$ cat src/sv/fmocb_pkg.sv
// Shared types and constants for the FM-index occurrence checkpoint builder.
// No dependencies; every other file of the block imports this package.
package fmocb_pkg;

  localparam int SYMBOL_W    = 3;
  localparam int ALPHA_W     = 3;
  localparam int KIND_W      = 2;
  localparam int SLOT_W      = 4;
  localparam int ROW_W       = 27;
  localparam int VALUE_W     = 32;
  localparam int POS_W       = 32;

  localparam logic [ALPHA_W-1:0] ALPHA_RESET = ALPHA_W'(4);

  localparam int DEF_CHECKPOINT_GAP = 64;
  localparam int DEF_SYMBOL_SLOTS   = 8;
  localparam int DEF_COUNT_BITS     = 32;

  typedef enum logic [KIND_W-1:0] {
    KIND_COUNT = 2'd0,
    KIND_START = 2'd1,
    KIND_ERROR = 2'd2
  } kind_t;

  typedef enum logic [2:0] {
    ST_IDLE,
    ST_ROW,
    ST_ERR,
    ST_END,
    ST_ENDROW,
    ST_CUM
  } state_t;

  // Control broadcast from the sequencer to every count cell.
  typedef struct packed {
    logic load;   // copy count into the shadow stage
    logic shift;  // move shadow values one cell toward cell 0
    logic clear;  // zero the count
  } cell_ctrl_t;

endpackage

$ cat src/sv/fmocb_in_if.sv
// Input channel of the checkpoint builder: one transformed-text symbol per beat.
// Depends on fmocb_pkg for the field widths.
interface fmocb_in_if;
  import fmocb_pkg::*;

  logic                valid;
  logic                ready;
  logic [SYMBOL_W-1:0] symbol;
  logic                end_of_text;

  modport source (output valid, output symbol, output end_of_text, input ready);
  modport sink   (input valid, input symbol, input end_of_text, output ready);
endinterface

$ cat src/sv/fmocb_out_if.sv
// Result channel of the checkpoint builder: one count, start entry or error per beat.
// Depends on fmocb_pkg for the field widths and the kind codes.
interface fmocb_out_if;
  import fmocb_pkg::*;

  logic               valid;
  logic               ready;
  kind_t              kind;
  logic [SLOT_W-1:0]  slot;
  logic [ROW_W-1:0]   row;
  logic [VALUE_W-1:0] value;
  logic               last;

  modport source (output valid, output kind, output slot, output row, output value,
                  output last, input ready);
  modport sink   (input valid, input kind, input slot, input row, input value,
                  input last, output ready);
endinterface

$ cat src/sv/fm_occurrence_checkpoint_builder_core.sv
// FM-index sampled occurrence table builder, top level.
// Input channel in_ch: one BWT symbol per beat (0 = delimiter, 1..alphabet_size
//   letters), end_of_text on the final symbol of a text.
// Result channel out_ch: checkpoint counts (kind 0), start table entries (kind 1)
//   and invalid-symbol errors (kind 2); last marks the final result of a beat.
// cfg_we/cfg_wdata write alphabet_size; write only while the block is idle.
// A symbol that causes no result leaves the sequencer idle, so such beats stream
//   at one per clock. A checkpoint row, an error and the start table of an
//   end-of-text beat hold in_ch.ready low while emitted; the count chain shifts
//   its snapshot out one cell per cycle, while the receiver takes results, into
//   a single output register. The first result of a beat passes from the state
//   register into the output register; an end-of-text beat that opens with the
//   start table first passes the end state. A stalled receiver holds the output
//   register; a sequencer with results left to emit then waits with in_ch.ready
//   low. Reset (synchronous, active low) zeroes all counts and the position and
//   sets alphabet_size to 4; no clearing pass is needed.
// Depends on fmocb_pkg, fmocb_in_if, fmocb_out_if, fmocb_cell and fmocb_seq.
module fm_occurrence_checkpoint_builder_core #(
  parameter int CHECKPOINT_GAP = fmocb_pkg::DEF_CHECKPOINT_GAP,
  parameter int SYMBOL_SLOTS   = fmocb_pkg::DEF_SYMBOL_SLOTS,
  parameter int COUNT_BITS     = fmocb_pkg::DEF_COUNT_BITS
) (
  input  logic                           clk,
  input  logic                           rst_n,
  fmocb_in_if.sink                       in_ch,
  fmocb_out_if.source                    out_ch,
  input  logic                           cfg_we,
  input  logic [fmocb_pkg::ALPHA_W-1:0]  cfg_wdata
);
  import fmocb_pkg::*;

  localparam int COUNT_W = (COUNT_BITS < VALUE_W) ? COUNT_BITS : VALUE_W;

  cell_ctrl_t               ctrl;
  logic [SYMBOL_SLOTS-1:0]  inc;
  logic [COUNT_W-1:0]       shadow_w [SYMBOL_SLOTS+1];

  // the tail feeds zeros into the shadow chain
  assign shadow_w[SYMBOL_SLOTS] = '0;

  for (genvar i = 0; i < SYMBOL_SLOTS; i++) begin : g_cell
    fmocb_cell #(
      .COUNT_W (COUNT_W)
    ) u_cell (
      .clk        (clk),
      .rst_n      (rst_n),
      .ctrl       (ctrl),
      .inc        (inc[i]),
      .shadow_in  (shadow_w[i+1]),
      .shadow_out (shadow_w[i])
    );
  end

  fmocb_seq #(
    .CHECKPOINT_GAP (CHECKPOINT_GAP),
    .SYMBOL_SLOTS   (SYMBOL_SLOTS),
    .COUNT_W        (COUNT_W)
  ) u_seq (
    .clk         (clk),
    .rst_n       (rst_n),
    .in_ch       (in_ch),
    .out_ch      (out_ch),
    .cfg_we      (cfg_we),
    .cfg_wdata   (cfg_wdata),
    .shadow_head (shadow_w[0]),
    .ctrl        (ctrl),
    .inc         (inc)
  );

endmodule

$ cat src/sv/fmocb_cell.sv
// One cell of the count chain: a saturating symbol count and a shadow stage
// that snapshots the count and shifts toward cell 0. Depends on fmocb_pkg.
module fmocb_cell #(
  parameter int COUNT_W = fmocb_pkg::DEF_COUNT_BITS
) (
  input  logic                    clk,
  input  logic                    rst_n,
  input  fmocb_pkg::cell_ctrl_t   ctrl,
  input  logic                    inc,
  input  logic [COUNT_W-1:0]      shadow_in,
  output logic [COUNT_W-1:0]      shadow_out
);
  import fmocb_pkg::*;

  logic [COUNT_W-1:0] count_r, count_nxt;
  logic [COUNT_W-1:0] shadow_r, shadow_nxt;

  always_comb begin
    count_nxt = count_r;
    if (ctrl.clear) begin
      count_nxt = '0;
    end else if (inc && (count_r != '1)) begin
      count_nxt = count_r + COUNT_W'(1);
    end
  end

  always_comb begin
    shadow_nxt = shadow_r;
    if (ctrl.load) begin
      shadow_nxt = count_r;
    end else if (ctrl.shift) begin
      shadow_nxt = shadow_in;
    end
  end

  always_ff @(posedge clk) begin
    if (!rst_n) begin
      count_r <= '0;
    end else begin
      count_r <= count_nxt;
    end
  end

  always_ff @(posedge clk) begin
    shadow_r <= shadow_nxt;
  end

  assign shadow_out = shadow_r;

endmodule

$ cat src/sv/fmocb_seq.sv
// Sequencer of the checkpoint builder: position tracking, item handshake,
// result ordering and the output register. Depends on fmocb_pkg and both interfaces.
module fmocb_seq #(
  parameter int CHECKPOINT_GAP = fmocb_pkg::DEF_CHECKPOINT_GAP,
  parameter int SYMBOL_SLOTS   = fmocb_pkg::DEF_SYMBOL_SLOTS,
  parameter int COUNT_W        = fmocb_pkg::DEF_COUNT_BITS
) (
  input  logic                           clk,
  input  logic                           rst_n,
  fmocb_in_if.sink                       in_ch,
  fmocb_out_if.source                    out_ch,
  input  logic                           cfg_we,
  input  logic [fmocb_pkg::ALPHA_W-1:0]  cfg_wdata,
  input  logic [COUNT_W-1:0]             shadow_head,
  output fmocb_pkg::cell_ctrl_t          ctrl,
  output logic [SYMBOL_SLOTS-1:0]        inc
);
  import fmocb_pkg::*;

  localparam int OFF_W = (CHECKPOINT_GAP > 1) ? $clog2(CHECKPOINT_GAP) : 1;
  localparam int IDX_W = $clog2(SYMBOL_SLOTS + 1);

  state_t                state_r, state_nxt;
  logic [ALPHA_W-1:0]    alpha_r;
  logic [IDX_W-1:0]      top_r, top_nxt, top_p1;
  logic [SYMBOL_W-1:0]   sym_r, sym_nxt;
  logic                  err_r, err_nxt;
  logic                  end_r, end_nxt;
  logic [ROW_W-1:0]      item_row_r, item_row_nxt;
  logic [IDX_W-1:0]      idx_r, idx_nxt;
  logic [OFF_W-1:0]      offset_r, offset_nxt;
  logic [ROW_W-1:0]      row_r, row_nxt;
  logic [POS_W-1:0]      pos_r, pos_nxt;
  logic [COUNT_W-1:0]    sum_r, sum_nxt;
  logic [COUNT_W:0]      sum_wide;
  logic [COUNT_W-1:0]    sum_sat;

  logic                  out_valid_r, out_valid_nxt;
  kind_t                 out_kind_r, out_kind_nxt;
  logic [SLOT_W-1:0]     out_slot_r, out_slot_nxt;
  logic [ROW_W-1:0]      out_row_r, out_row_nxt;
  logic [VALUE_W-1:0]    out_value_r, out_value_nxt;
  logic                  out_last_r, out_last_nxt;

  logic                  accept;
  logic                  can_emit;
  logic                  emit;
  logic [IDX_W-1:0]      top_in;
  logic                  err_in;

  assign accept   = in_ch.valid && in_ch.ready;
  assign can_emit = !out_valid_r || out_ch.ready;
  assign top_p1   = top_r + IDX_W'(1);

  assign sum_wide = {1'b0, sum_r} + {1'b0, shadow_head};
  assign sum_sat  = sum_wide[COUNT_W] ? '1 : sum_wide[COUNT_W-1:0];

  always_comb begin
    if (32'(alpha_r) > SYMBOL_SLOTS - 1) begin
      top_in = IDX_W'(SYMBOL_SLOTS - 1);
    end else begin
      top_in = IDX_W'(alpha_r);
    end
    err_in = 32'(in_ch.symbol) > 32'(top_in);
  end

  always_comb begin
    for (int i = 0; i < SYMBOL_SLOTS; i++) begin
      inc[i] = accept && !err_in && (32'(in_ch.symbol) == i);
    end
  end

  always_comb begin
    state_nxt     = state_r;
    top_nxt       = top_r;
    sym_nxt       = sym_r;
    err_nxt       = err_r;
    end_nxt       = end_r;
    item_row_nxt  = item_row_r;
    idx_nxt       = idx_r;
    offset_nxt    = offset_r;
    row_nxt       = row_r;
    pos_nxt       = pos_r;
    sum_nxt       = sum_r;
    ctrl          = '0;
    emit          = 1'b0;
    out_kind_nxt  = out_kind_r;
    out_slot_nxt  = out_slot_r;
    out_row_nxt   = out_row_r;
    out_value_nxt = out_value_r;
    out_last_nxt  = out_last_r;
    in_ch.ready   = (state_r == ST_IDLE);

    case (state_r)
      ST_IDLE: begin
        idx_nxt = '0;
        if (accept) begin
          top_nxt      = top_in;
          sym_nxt      = in_ch.symbol;
          err_nxt      = err_in;
          end_nxt      = in_ch.end_of_text;
          item_row_nxt = row_r;
          // snapshot before this symbol is counted
          ctrl.load    = (offset_r == '0);
          if (pos_r == '1) begin
            pos_nxt    = '0;
            offset_nxt = '0;
            row_nxt    = '0;
          end else begin
            pos_nxt = pos_r + POS_W'(1);
            if (offset_r == OFF_W'(CHECKPOINT_GAP - 1)) begin
              offset_nxt = '0;
              row_nxt    = row_r + ROW_W'(1);
            end else begin
              offset_nxt = offset_r + OFF_W'(1);
            end
          end
          if (offset_r == '0) begin
            state_nxt = ST_ROW;
          end else if (err_in) begin
            state_nxt = ST_ERR;
          end else if (in_ch.end_of_text) begin
            state_nxt = ST_END;
          end
        end
      end

      ST_ROW, ST_ENDROW: begin
        if (can_emit) begin
          emit          = 1'b1;
          ctrl.shift    = 1'b1;
          out_kind_nxt  = KIND_COUNT;
          out_slot_nxt  = SLOT_W'(idx_r);
          out_row_nxt   = (state_r == ST_ROW) ? item_row_r : row_r;
          out_value_nxt = VALUE_W'(shadow_head);
          out_last_nxt  = 1'b0;
          idx_nxt       = idx_r + IDX_W'(1);
          if (idx_r == top_r) begin
            idx_nxt = '0;
            if (state_r == ST_ENDROW) begin
              // reload for the start table and drop the text state
              ctrl.load  = 1'b1;
              ctrl.shift = 1'b0;
              ctrl.clear = 1'b1;
              pos_nxt    = '0;
              offset_nxt = '0;
              row_nxt    = '0;
              sum_nxt    = '0;
              state_nxt  = ST_CUM;
            end else begin
              out_last_nxt = !err_r && !end_r;
              if (err_r) begin
                state_nxt = ST_ERR;
              end else if (end_r) begin
                state_nxt = ST_END;
              end else begin
                state_nxt = ST_IDLE;
              end
            end
          end
        end
      end

      ST_ERR: begin
        if (can_emit) begin
          emit          = 1'b1;
          out_kind_nxt  = KIND_ERROR;
          out_slot_nxt  = SLOT_W'(sym_r);
          out_row_nxt   = item_row_r;
          out_value_nxt = '0;
          out_last_nxt  = !end_r;
          state_nxt     = end_r ? ST_END : ST_IDLE;
        end
      end

      ST_END: begin
        idx_nxt   = '0;
        ctrl.load = 1'b1;
        if (offset_r == '0) begin
          state_nxt = ST_ENDROW;
        end else begin
          ctrl.clear = 1'b1;
          pos_nxt    = '0;
          offset_nxt = '0;
          row_nxt    = '0;
          sum_nxt    = '0;
          state_nxt  = ST_CUM;
        end
      end

      ST_CUM: begin
        if (can_emit) begin
          emit         = 1'b1;
          out_kind_nxt = KIND_START;
          out_slot_nxt = SLOT_W'(idx_r);
          out_row_nxt  = '0;
          out_last_nxt = (idx_r == top_p1);
          idx_nxt      = idx_r + IDX_W'(1);
          if (idx_r == '0) begin
            out_value_nxt = '0;
          end else begin
            ctrl.shift    = 1'b1;
            sum_nxt       = sum_sat;
            out_value_nxt = VALUE_W'(sum_sat);
          end
          if (idx_r == top_p1) begin
            idx_nxt   = '0;
            state_nxt = ST_IDLE;
          end
        end
      end

      default: begin
        state_nxt = ST_IDLE;
      end
    endcase

    if (emit) begin
      out_valid_nxt = 1'b1;
    end else if (out_ch.ready) begin
      out_valid_nxt = 1'b0;
    end else begin
      out_valid_nxt = out_valid_r;
    end
  end

  always_ff @(posedge clk) begin
    if (!rst_n) begin
      state_r     <= ST_IDLE;
      alpha_r     <= ALPHA_RESET;
      idx_r       <= '0;
      offset_r    <= '0;
      row_r       <= '0;
      pos_r       <= '0;
      out_valid_r <= 1'b0;
    end else begin
      state_r     <= state_nxt;
      idx_r       <= idx_nxt;
      offset_r    <= offset_nxt;
      row_r       <= row_nxt;
      pos_r       <= pos_nxt;
      out_valid_r <= out_valid_nxt;
      if (cfg_we) begin
        alpha_r <= cfg_wdata;
      end
    end
  end

  always_ff @(posedge clk) begin
    top_r       <= top_nxt;
    sym_r       <= sym_nxt;
    err_r       <= err_nxt;
    end_r       <= end_nxt;
    item_row_r  <= item_row_nxt;
    sum_r       <= sum_nxt;
    out_kind_r  <= out_kind_nxt;
    out_slot_r  <= out_slot_nxt;
    out_row_r   <= out_row_nxt;
    out_value_r <= out_value_nxt;
    out_last_r  <= out_last_nxt;
  end

  assign out_ch.valid = out_valid_r;
  assign out_ch.kind  = out_kind_r;
  assign out_ch.slot  = out_slot_r;
  assign out_ch.row   = out_row_r;
  assign out_ch.value = out_value_r;
  assign out_ch.last  = out_last_r;

`ifndef ASSERT_OFF
  a_no_overwrite: assert property (@(posedge clk) disable iff (!rst_n)
    !(emit && out_valid_r && !out_ch.ready))
    else $error("result register overwritten while stalled");

  a_count_not_cleared: assert property (@(posedge clk) disable iff (!rst_n)
    ctrl.clear |-> (inc == '0))
    else $error("count increment collides with clear");

  a_inc_onehot: assert property (@(posedge clk) disable iff (!rst_n)
    $onehot0(inc) && ((inc == '0) || accept))
    else $error("count increment outside an accepted beat");

  a_start_zero: assert property (@(posedge clk) disable iff (!rst_n)
    (state_r == ST_CUM && idx_r == '0 && can_emit) |=>
      (out_valid_r && out_kind_r == KIND_START && out_value_r == '0))
    else $error("start table does not open with zero");

  a_idx_range: assert property (@(posedge clk) disable iff (!rst_n)
    (state_r != ST_IDLE) |-> (idx_r <= top_p1))
    else $error("slot index past the table end");
`endif

endmodule

$ cat src/flat_wrapper.sv
// flat-port wrapper written by rule: the top's interface ports become plain ports
module fm_occurrence_checkpoint_builder_core_flat import fmocb_pkg::*;
#(
  parameter int CHECKPOINT_GAP = fmocb_pkg::DEF_CHECKPOINT_GAP,
  parameter int SYMBOL_SLOTS   = fmocb_pkg::DEF_SYMBOL_SLOTS,
  parameter int COUNT_BITS     = fmocb_pkg::DEF_COUNT_BITS
)
  (clk, rst_n, cfg_we, cfg_wdata, in_ch_valid, in_ch_symbol, in_ch_end_of_text, in_ch_ready, out_ch_valid, out_ch_kind, out_ch_slot, out_ch_row, out_ch_value, out_ch_last, out_ch_ready);
  fmocb_in_if in_ch_i ();
  fmocb_out_if out_ch_i ();
  input  logic clk;
  input  logic rst_n;
  input  logic cfg_we;
  input  logic [fmocb_pkg::ALPHA_W-1:0] cfg_wdata;
  input wire logic [$bits(in_ch_i.valid)-1:0] in_ch_valid;
  input wire logic [$bits(in_ch_i.symbol)-1:0] in_ch_symbol;
  input wire logic [$bits(in_ch_i.end_of_text)-1:0] in_ch_end_of_text;
  output wire logic [$bits(in_ch_i.ready)-1:0] in_ch_ready;
  output wire logic [$bits(out_ch_i.valid)-1:0] out_ch_valid;
  output wire logic [$bits(out_ch_i.kind)-1:0] out_ch_kind;
  output wire logic [$bits(out_ch_i.slot)-1:0] out_ch_slot;
  output wire logic [$bits(out_ch_i.row)-1:0] out_ch_row;
  output wire logic [$bits(out_ch_i.value)-1:0] out_ch_value;
  output wire logic [$bits(out_ch_i.last)-1:0] out_ch_last;
  input wire logic [$bits(out_ch_i.ready)-1:0] out_ch_ready;
  assign in_ch_i.valid = in_ch_valid;
  assign in_ch_i.symbol = in_ch_symbol;
  assign in_ch_i.end_of_text = in_ch_end_of_text;
  assign in_ch_ready = in_ch_i.ready;
  assign out_ch_valid = out_ch_i.valid;
  assign out_ch_kind = out_ch_i.kind;
  assign out_ch_slot = out_ch_i.slot;
  assign out_ch_row = out_ch_i.row;
  assign out_ch_value = out_ch_i.value;
  assign out_ch_last = out_ch_i.last;
  assign out_ch_i.ready = out_ch_ready;
  fm_occurrence_checkpoint_builder_core #(.CHECKPOINT_GAP(CHECKPOINT_GAP), .SYMBOL_SLOTS(SYMBOL_SLOTS), .COUNT_BITS(COUNT_BITS)) u_core (.clk(clk), .rst_n(rst_n), .in_ch(in_ch_i), .out_ch(out_ch_i), .cfg_we(cfg_we), .cfg_wdata(cfg_wdata));
endmodule
$ cat config.mk
export PLATFORM = sky130hd
export DESIGN_NAME = fm_occurrence_checkpoint_builder_core_flat
export DESIGN_NICKNAME = d
export VERILOG_FILES = /design/src/sv/fmocb_pkg.sv /design/src/sv/fmocb_in_if.sv /design/src/sv/fmocb_out_if.sv /design/src/sv/fm_occurrence_checkpoint_builder_core.sv /design/src/sv/fmocb_cell.sv /design/src/sv/fmocb_seq.sv /design/src/flat_wrapper.sv
export SDC_FILE = /design/constraint.sdc
export NUM_CORES = 1
export LEC_CHECK = 0
export ABC_AREA = 1
export BUFFER_PORTS_ARGS = -buffer_cell sky130_fd_sc_hd__buf_2
export CAP_MARGIN = 20
export CORE_MARGIN = 4
export CORE_UTILIZATION = 40
export CTS_CLUSTER_SIZE = 14
export DETAILED_ROUTE_END_ITERATION = 10
export PLACE_DENSITY_LB_ADDON = 0.15
export SETUP_SLACK_MARGIN = 0.02
export SYNTH_ARGS = -nofsm -noshare
export SYNTH_HDL_FRONTEND = slang
export SYNTH_SLANG_ARGS = --single-unit
$ cat constraint.sdc
create_clock -name clk -period 19.7 [get_ports clk]
set_clock_uncertainty 0.15 [all_clocks]
set_input_delay 1.97 -clock clk [delete_from_list [all_inputs] [get_ports clk]]
set_output_delay 1.97 -clock clk [all_outputs]
set_load 0.01 [all_outputs]
# Word-level counts from Yosys, hierarchy flattened
# Index checks and enable logic that the tools add are counted.
# W data, S select, Z words.
dict set report totals {
  output_inout_bits 68
  reg_bits 721
  inputBits 12
  word_cells 233
}
dict set report classes {
  bitwise_logic 1
  n_lt_le_gt_ge 1
  n_addsub 14
  mux 99
  n_reduce_logical 48
  eq_ne 36
}
# cell count
set op_table {}
lappend op_table {{$mux W32} 29}
lappend op_table {{$mux W27} 11}
lappend op_table {{$add A32 B1 Y32 const B} 9}
lappend op_table {{$pmux W32 S3} 3}
lappend op_table {{$ne A32 B32 Y1 const B} 8}
lappend op_table {{$pmux W27 S3} 2}
lappend op_table {{$mux W3} 14}
lappend op_table {{$mux W6} 7}
lappend op_table {{$add A32 B32 Y33} 1}
lappend op_table {{$eq A32 B32 Y1 const B} 1}
lappend op_table {{$add A27 B1 Y27 const B} 1}
lappend op_table {{$mux W4} 6}
lappend op_table {{$reduce_and A7 Y1} 3}
lappend op_table {{$logic_and A1 B1 Y1} 19}
lappend op_table {{$eq A3 B3 Y1 const B} 6}
lappend op_table {{$pmux W6 S3} 1}
lappend op_table {{$ne A2 B2 Y1 const B} 8}
lappend op_table {{$pmux W3 S5} 1}
lappend op_table {{$mux W1} 14}
lappend op_table {{$eq A3 B2 Y1 const B} 4}
lappend op_table {{$pmux W4 S3} 1}
lappend op_table {{$reduce_bool A3 Y1} 4}
lappend op_table {{$mux W2} 4}
lappend op_table {{$pmux W4 S2} 1}
lappend op_table {{28 further kinds} 41}

# Longest topological paths before layout
dict set report logic_depth {
  depth_word 7
  depth_mapped 16
  ltp_nobuf 15
}

# Cells and area by module
# A second synthesis with hierarchy kept.
dict set report unflattened {
  hier_cells 5655
  area_unflattened_um2 40448.8
}
# module area_each_um2 seq_area_each_um2 n_inst cells_per_inst
set by_module_without_submodules {}
lappend by_module_without_submodules {fmocb_cell 3414.5 1601.5 8 471}
lappend by_module_without_submodules {fmocb_seq 13128.8 5515.3 1 1886}
lappend by_module_without_submodules {fm_occurrence_checkpoint_builder_core 3.8 0.0 1 1}

# Least setup slack after synthesis
# Ideal clock, no wire load.
dict set report synth_timing {
  kind {input port to flip-flop}
  startpoint {input out_ch_ready}
  endpoint {register u_core.g_cell[0].u_cell.shadow_r[0] (enable)}
  n_path_buf 0
  setup_slack_ns 4.452
  arrival_time_ns 14.160
  required_time_ns 18.612
  setup_time_ns 0.938
  cell_stages 4
  cell_sequence {nor2_1 inv_1 nand2_1 o211ai_1}
}
dict set report synth_via {
  elab_chain_cells 4
  word_cells_on_any_way 6
  classes_between {mux: 4; reduce/logical: 2}
}
# item line_no
set synth_rtl {}
lappend synth_rtl {{from (decl)} flat_wrapper.sv:25} ;# input wire logic [$bits(out_ch_i.ready)-1:0] out_ch_ready;
lappend synth_rtl {{$logic_or A1 B1 Y1 (*)} fmocb_seq.sv:52} ;# assign can_emit = !out_valid_r || out_ch.ready;
lappend synth_rtl {{$mux W3 / $mux W1 (equally long branches)} {fmocb_seq.sv:129, fmocb_seq.sv:192}}
lappend synth_rtl {{$pmux W1 S3 / $pmux W1 S2 (equally long branches)} fmocb_seq.sv:94} ;# case (state_r)
lappend synth_rtl {{$reduce_bool A2 Y1 (no source line) (*)} -}
lappend synth_rtl {{to (signal assigned)} fmocb_cell.sv:45} ;# shadow_r <= shadow_nxt;
lappend synth_rtl {{to (decl)} fmocb_cell.sv:16} ;# logic [COUNT_W-1:0] shadow_r, shadow_nxt;
# Mark *: on every way between the ends. The rest lies on a longest branch, timed or not.
# A chain may end at the register's enable or synchronous reset.

# Worst setup path in the final report
dict set report layout_timing {
  startpoint {input out_ch_ready}
  endpoint {register u_core.g_cell[7].u_cell.shadow_r[21] (enable)}
}
dict set report layout_via {
  elab_chain_cells 4
  word_cells_on_any_way 6
  classes_between {mux: 4; reduce/logical: 2}
}
# item line_no
set layout_rtl {}
lappend layout_rtl {{$logic_or A1 B1 Y1 (*)} fmocb_seq.sv:52}
lappend layout_rtl {{$mux W3 / $mux W1 (equally long branches)} {fmocb_seq.sv:129, fmocb_seq.sv:192}}
lappend layout_rtl {{$pmux W1 S3 / $pmux W1 S2 (equally long branches)} fmocb_seq.sv:94}
lappend layout_rtl {{$reduce_bool A2 Y1 (no source line) (*)} -}
lappend layout_rtl {{to (signal assigned)} fmocb_cell.sv:45}
lappend layout_rtl {{to (decl)} fmocb_cell.sv:16}
# Marked as above.

==> flow_metrics.env <==
export IMPL_comb_power_share=0.301
export IMPL_crit_path_end_kind="flop"
export IMPL_dp_cells=6334
export IMPL_routed_via_density=5.03
export IMPL_cpMostUsedCell="buf_4"
export IMPL_ys_flop_type="edfxtp_1"
export IMPL_path_class="input pin to flop"
export IMPL_slew_violations=0
export IMPL_min_delay_path_class="flop to flop"
export IMPL_utilization=0.447
export IMPL_total_power_mw=5.71
export IMPL_max_cap_violations=0
export IMPL_clockBufferDepth=3
export IMPL_synth_nets=5210
export IMPL_clk_pin_slew_worst_paths_ns=0.05
export IMPL_p_leak_nw=16.0
export IMPL_rows=113
export IMPL_post_dp_hpwl_mm=76.7
export IMPL_grtUsageTotal=0.209
export IMPL_routed_wl_mm=108
export IMPL_wl_per_cell_um=16.7
export IMPL_fin_crit_ns=5.43
export IMPL_drive_above_1_share=0.0526
export IMPL_start_kind="input pin"
export IMPL_grt_overflow=0
export IMPL_grt_pass1_vias=30800
export IMPL_instances_no_fill=6492
export IMPL_worstPathRequired_ns=19.80
export IMPL_timing_rr_start="u_core.u_seq.idx_r[1]"
export IMPL_slowest_delay_ns=0.71
export IMPL_ios=80
export IMPL_synthesis_area_per_instance_um2=7.48
export IMPL_synth_seq_area_share=0.476
export IMPL_synthTopCellsByArea="edfxtp_1 (30%), dfxtp_1 (17%), nand2_1 (17%)"
export IMPL_die_h_um=318
export IMPL_pwr_share_seq=0.425
export IMPL_insertion_delay_ns=0.65
export IMPL_n_antenna_cell=0
export IMPL_postRouteAntennaNets=0
export IMPL_max_freq_mhz=184
export IMPL_grt_setup_unrepaired="no"
export IMPL_core_um2=95300
export IMPL_synth_seq_cells=721
export IMPL_io_buffers=79
export IMPL_startpoint="out_ch_ready"
export IMPL_powerDensity_nw_per_um2=134
export IMPL_min_from="u_core.u_seq.alpha_r[2]"
export IMPL_cts_tree="yes"
export IMPL_hold_viol=0
export IMPL_pwr_share_clk=0.274
export IMPL_yosys_area_top_type="edfxtp_1"
export IMPL_swShare=0.369
export IMPL_fin_ws_ns=14.27
export IMPL_crit_chain="buf_2 -> nor2_1 -> buf_4 -> inv_1 -> nand2_1 -> nand2_2 -> buf_4 -> inv_8 -> o211ai_1 -> buf_4 -> buf_12"
export IMPL_synth_edf_count=389
export IMPL_async_reset_ff_frac=0
export IMPL_cts_root_buf="clkbuf_16"
export IMPL_grt_first_pass_wirelength_mm=171
export IMPL_yosysTopAreaCellShare=0.303
export IMPL_cp_max_fo=188
export IMPL_fin_nets=5219
export IMPL_cts_hold_buf=0
export IMPL_postCtsSetupBuffers=0
export IMPL_route_detailed_drc=0
export IMPL_die_w_um=318
export IMPL_synth_most_common_cell="nand2_1"
export IMPL_critPathArrivalTime_ns=5.54
export IMPL_htree_num_levels=3
export IMPL_fillers=9872
export IMPL_yosys_warnings=0
export IMPL_antenna_found_initial=0
export IMPL_grt_max_degree=294
export IMPL_cts_buffers=85
export IMPL_gp_congestion=0.888
export IMPL_netlist_area_um2=38500
export IMPL_finalSetupTns_ns=0
export IMPL_tightest_slew_ns=1.13
export IMPL_path_buf_inv=7
export IMPL_syn_to_final_growth_pct=10.7
export IMPL_drt_pass1_iter_count=5
export IMPL_setup_violations=0
export IMPL_initial_core_util=0.404
export IMPL_peakVddDrop_v=0.000173
export IMPL_pre_cts_ws_ns=13.68
export IMPL_clock_sinks=721
export IMPL_relSlewSlack=0.250
export IMPL_design_die_area_um2=101000
export IMPL_critPathSlowestCell="buf_12"
export IMPL_period_share=0.276
export IMPL_p_int_mw=3.60
export IMPL_p_sw_mw=2.11
export IMPL_ys_top_cells_by_count="nand2_1 (1715), inv_1 (538), nor2_1 (475)"
export IMPL_drt_initial_drc_count=2537
export IMPL_cpLargestDelayFamily="buffers and inverters"
export IMPL_syn_inst=5147
export IMPL_outcome="finished, final reports clean"
export IMPL_postCtsResizedCells=0
export IMPL_vias=32600
export IMPL_ys_types=46
[power by group through the flow]
stage / clock network (mW) / logic [mW] / registers [mW]
floorplan: 0 / 1.20 / 2.57
global placement: 0 / 1.72 / 2.47
detailed placement: 0 / 1.73 / 2.46
CTS: 1.61 / 1.74 / 2.43
global route: 1.67 / 1.96 / 2.46
finish: 1.57 / 1.72 / 2.43
[state kept, by name, indices dropped and copies added, names as in the netlist]
name	flops
u_core.g_cell.u_cell.count_r	256
u_core.g_cell.u_cell.shadow_out	256
u_core.u_seq.alpha_r	3
u_core.u_seq.end_r	1
u_core.u_seq.err_r	1
u_core.u_seq.idx_r	4
u_core.u_seq.item_row_r	27
u_core.u_seq.offset_r	6
u_core.u_seq.out_ch.kind	2
u_core.u_seq.out_ch.last	1
u_core.u_seq.out_ch.row	27
u_core.u_seq.out_ch.slot	4
u_core.u_seq.out_ch.valid	1
u_core.u_seq.out_ch.value	32
u_core.u_seq.pos_r	32
u_core.u_seq.row_r	27
u_core.u_seq.state_r	3
u_core.u_seq.sum_r	32
u_core.u_seq.sym_r	3
u_core.u_seq.top_r	3
[stage by stage]
| step | area, um^2 | hold WS (ns) |
|---|---|---|
| after floorplan | 38500 | 0.258 |
| after global placement | 39900 | 0.266 |
| after detailed placement | 39900 | 0.269 |
| after CTS | 42600 | 0.283 |
| after global routing | 42600 | 0.291 |
| final | 42600 | 0.283 |
[per-layer routing]
| metal | vias to the layer above | share of wire | global-route usage | wire length [um] |
|---|---|---|---|---|
| li1 | 16700 | - | - | - |
| met2 | 638 | 0.48 | 0.362 | 52200 |
| met3 | 158 | 0.039 | 0.0247 | 4260 |
| met5 | - | 0 | 0 | 0 |
| met1 | 15100 | 0.45 | 0.275 | 48700 |
| met4 | 0 | 0.029 | 0.0619 | 3150 |
[cell usage in the layout, fill, tap and decap left out, drive strengths merged, types with 2 or more instances in the layout]
cell type,Yosys,routed
a21o,2,2
a21oi,350,350
a31oi,8,8
and2,8,8
and3,7,7
buf,118,107
bufinv,0,6
clkbuf,67,109
clkinv,4,40
clkinvlp,0,3
dfxtp,332,332
edfxtp,389,389
ha,50,50
inv,546,550
nand2,1721,1721
nand3,237,237
nand3b,14,14
nand4,80,80
nor2,481,481
nor3,210,210
nor3b,17,17
nor4,11,11
o211ai,3,3
o21ai,265,265
o21bai,4,4
or2,12,12
xnor2,32,32
xor2,172,172
[layout make-up]
type	count	area, um^2	share of cell area
Inverter	550	2070	0.0486
Tap cell	1265	1580	0.0371
Clock inverter	49	465	0.0109
Multi-Input combinational cell	3691	17300	0.405
Sequential cell	721	18300	0.430
Timing Repair Buffer	107	631	0.0148
Clock buffer	109	2290	0.0537
[path summary, 6_finish.rpt]
kind | end | slack (ns) | cells after the start
setup / recovery | u_core.g_cell[7].u_cell.shadow_out[21] | 14.27 | 11
hold reg to reg | u_core.u_seq.top_r[2] | 0.28 | 0
setup reg to reg | u_core.g_cell[7].u_cell.shadow_out[21] | 14.85 | 12
hold / removal | u_core.u_seq.top_r[2] | 0.28 | 0
[cell families after synthesis]
kind of cell    share of synthesized area
compound gates                     0.0841
xor+xnor                           0.0464
fa+ha+maj                          0.0168
buf+inv                            0.0768
flops                               0.476
simple gates                        0.300
Power figures use the tool's default switching activity.
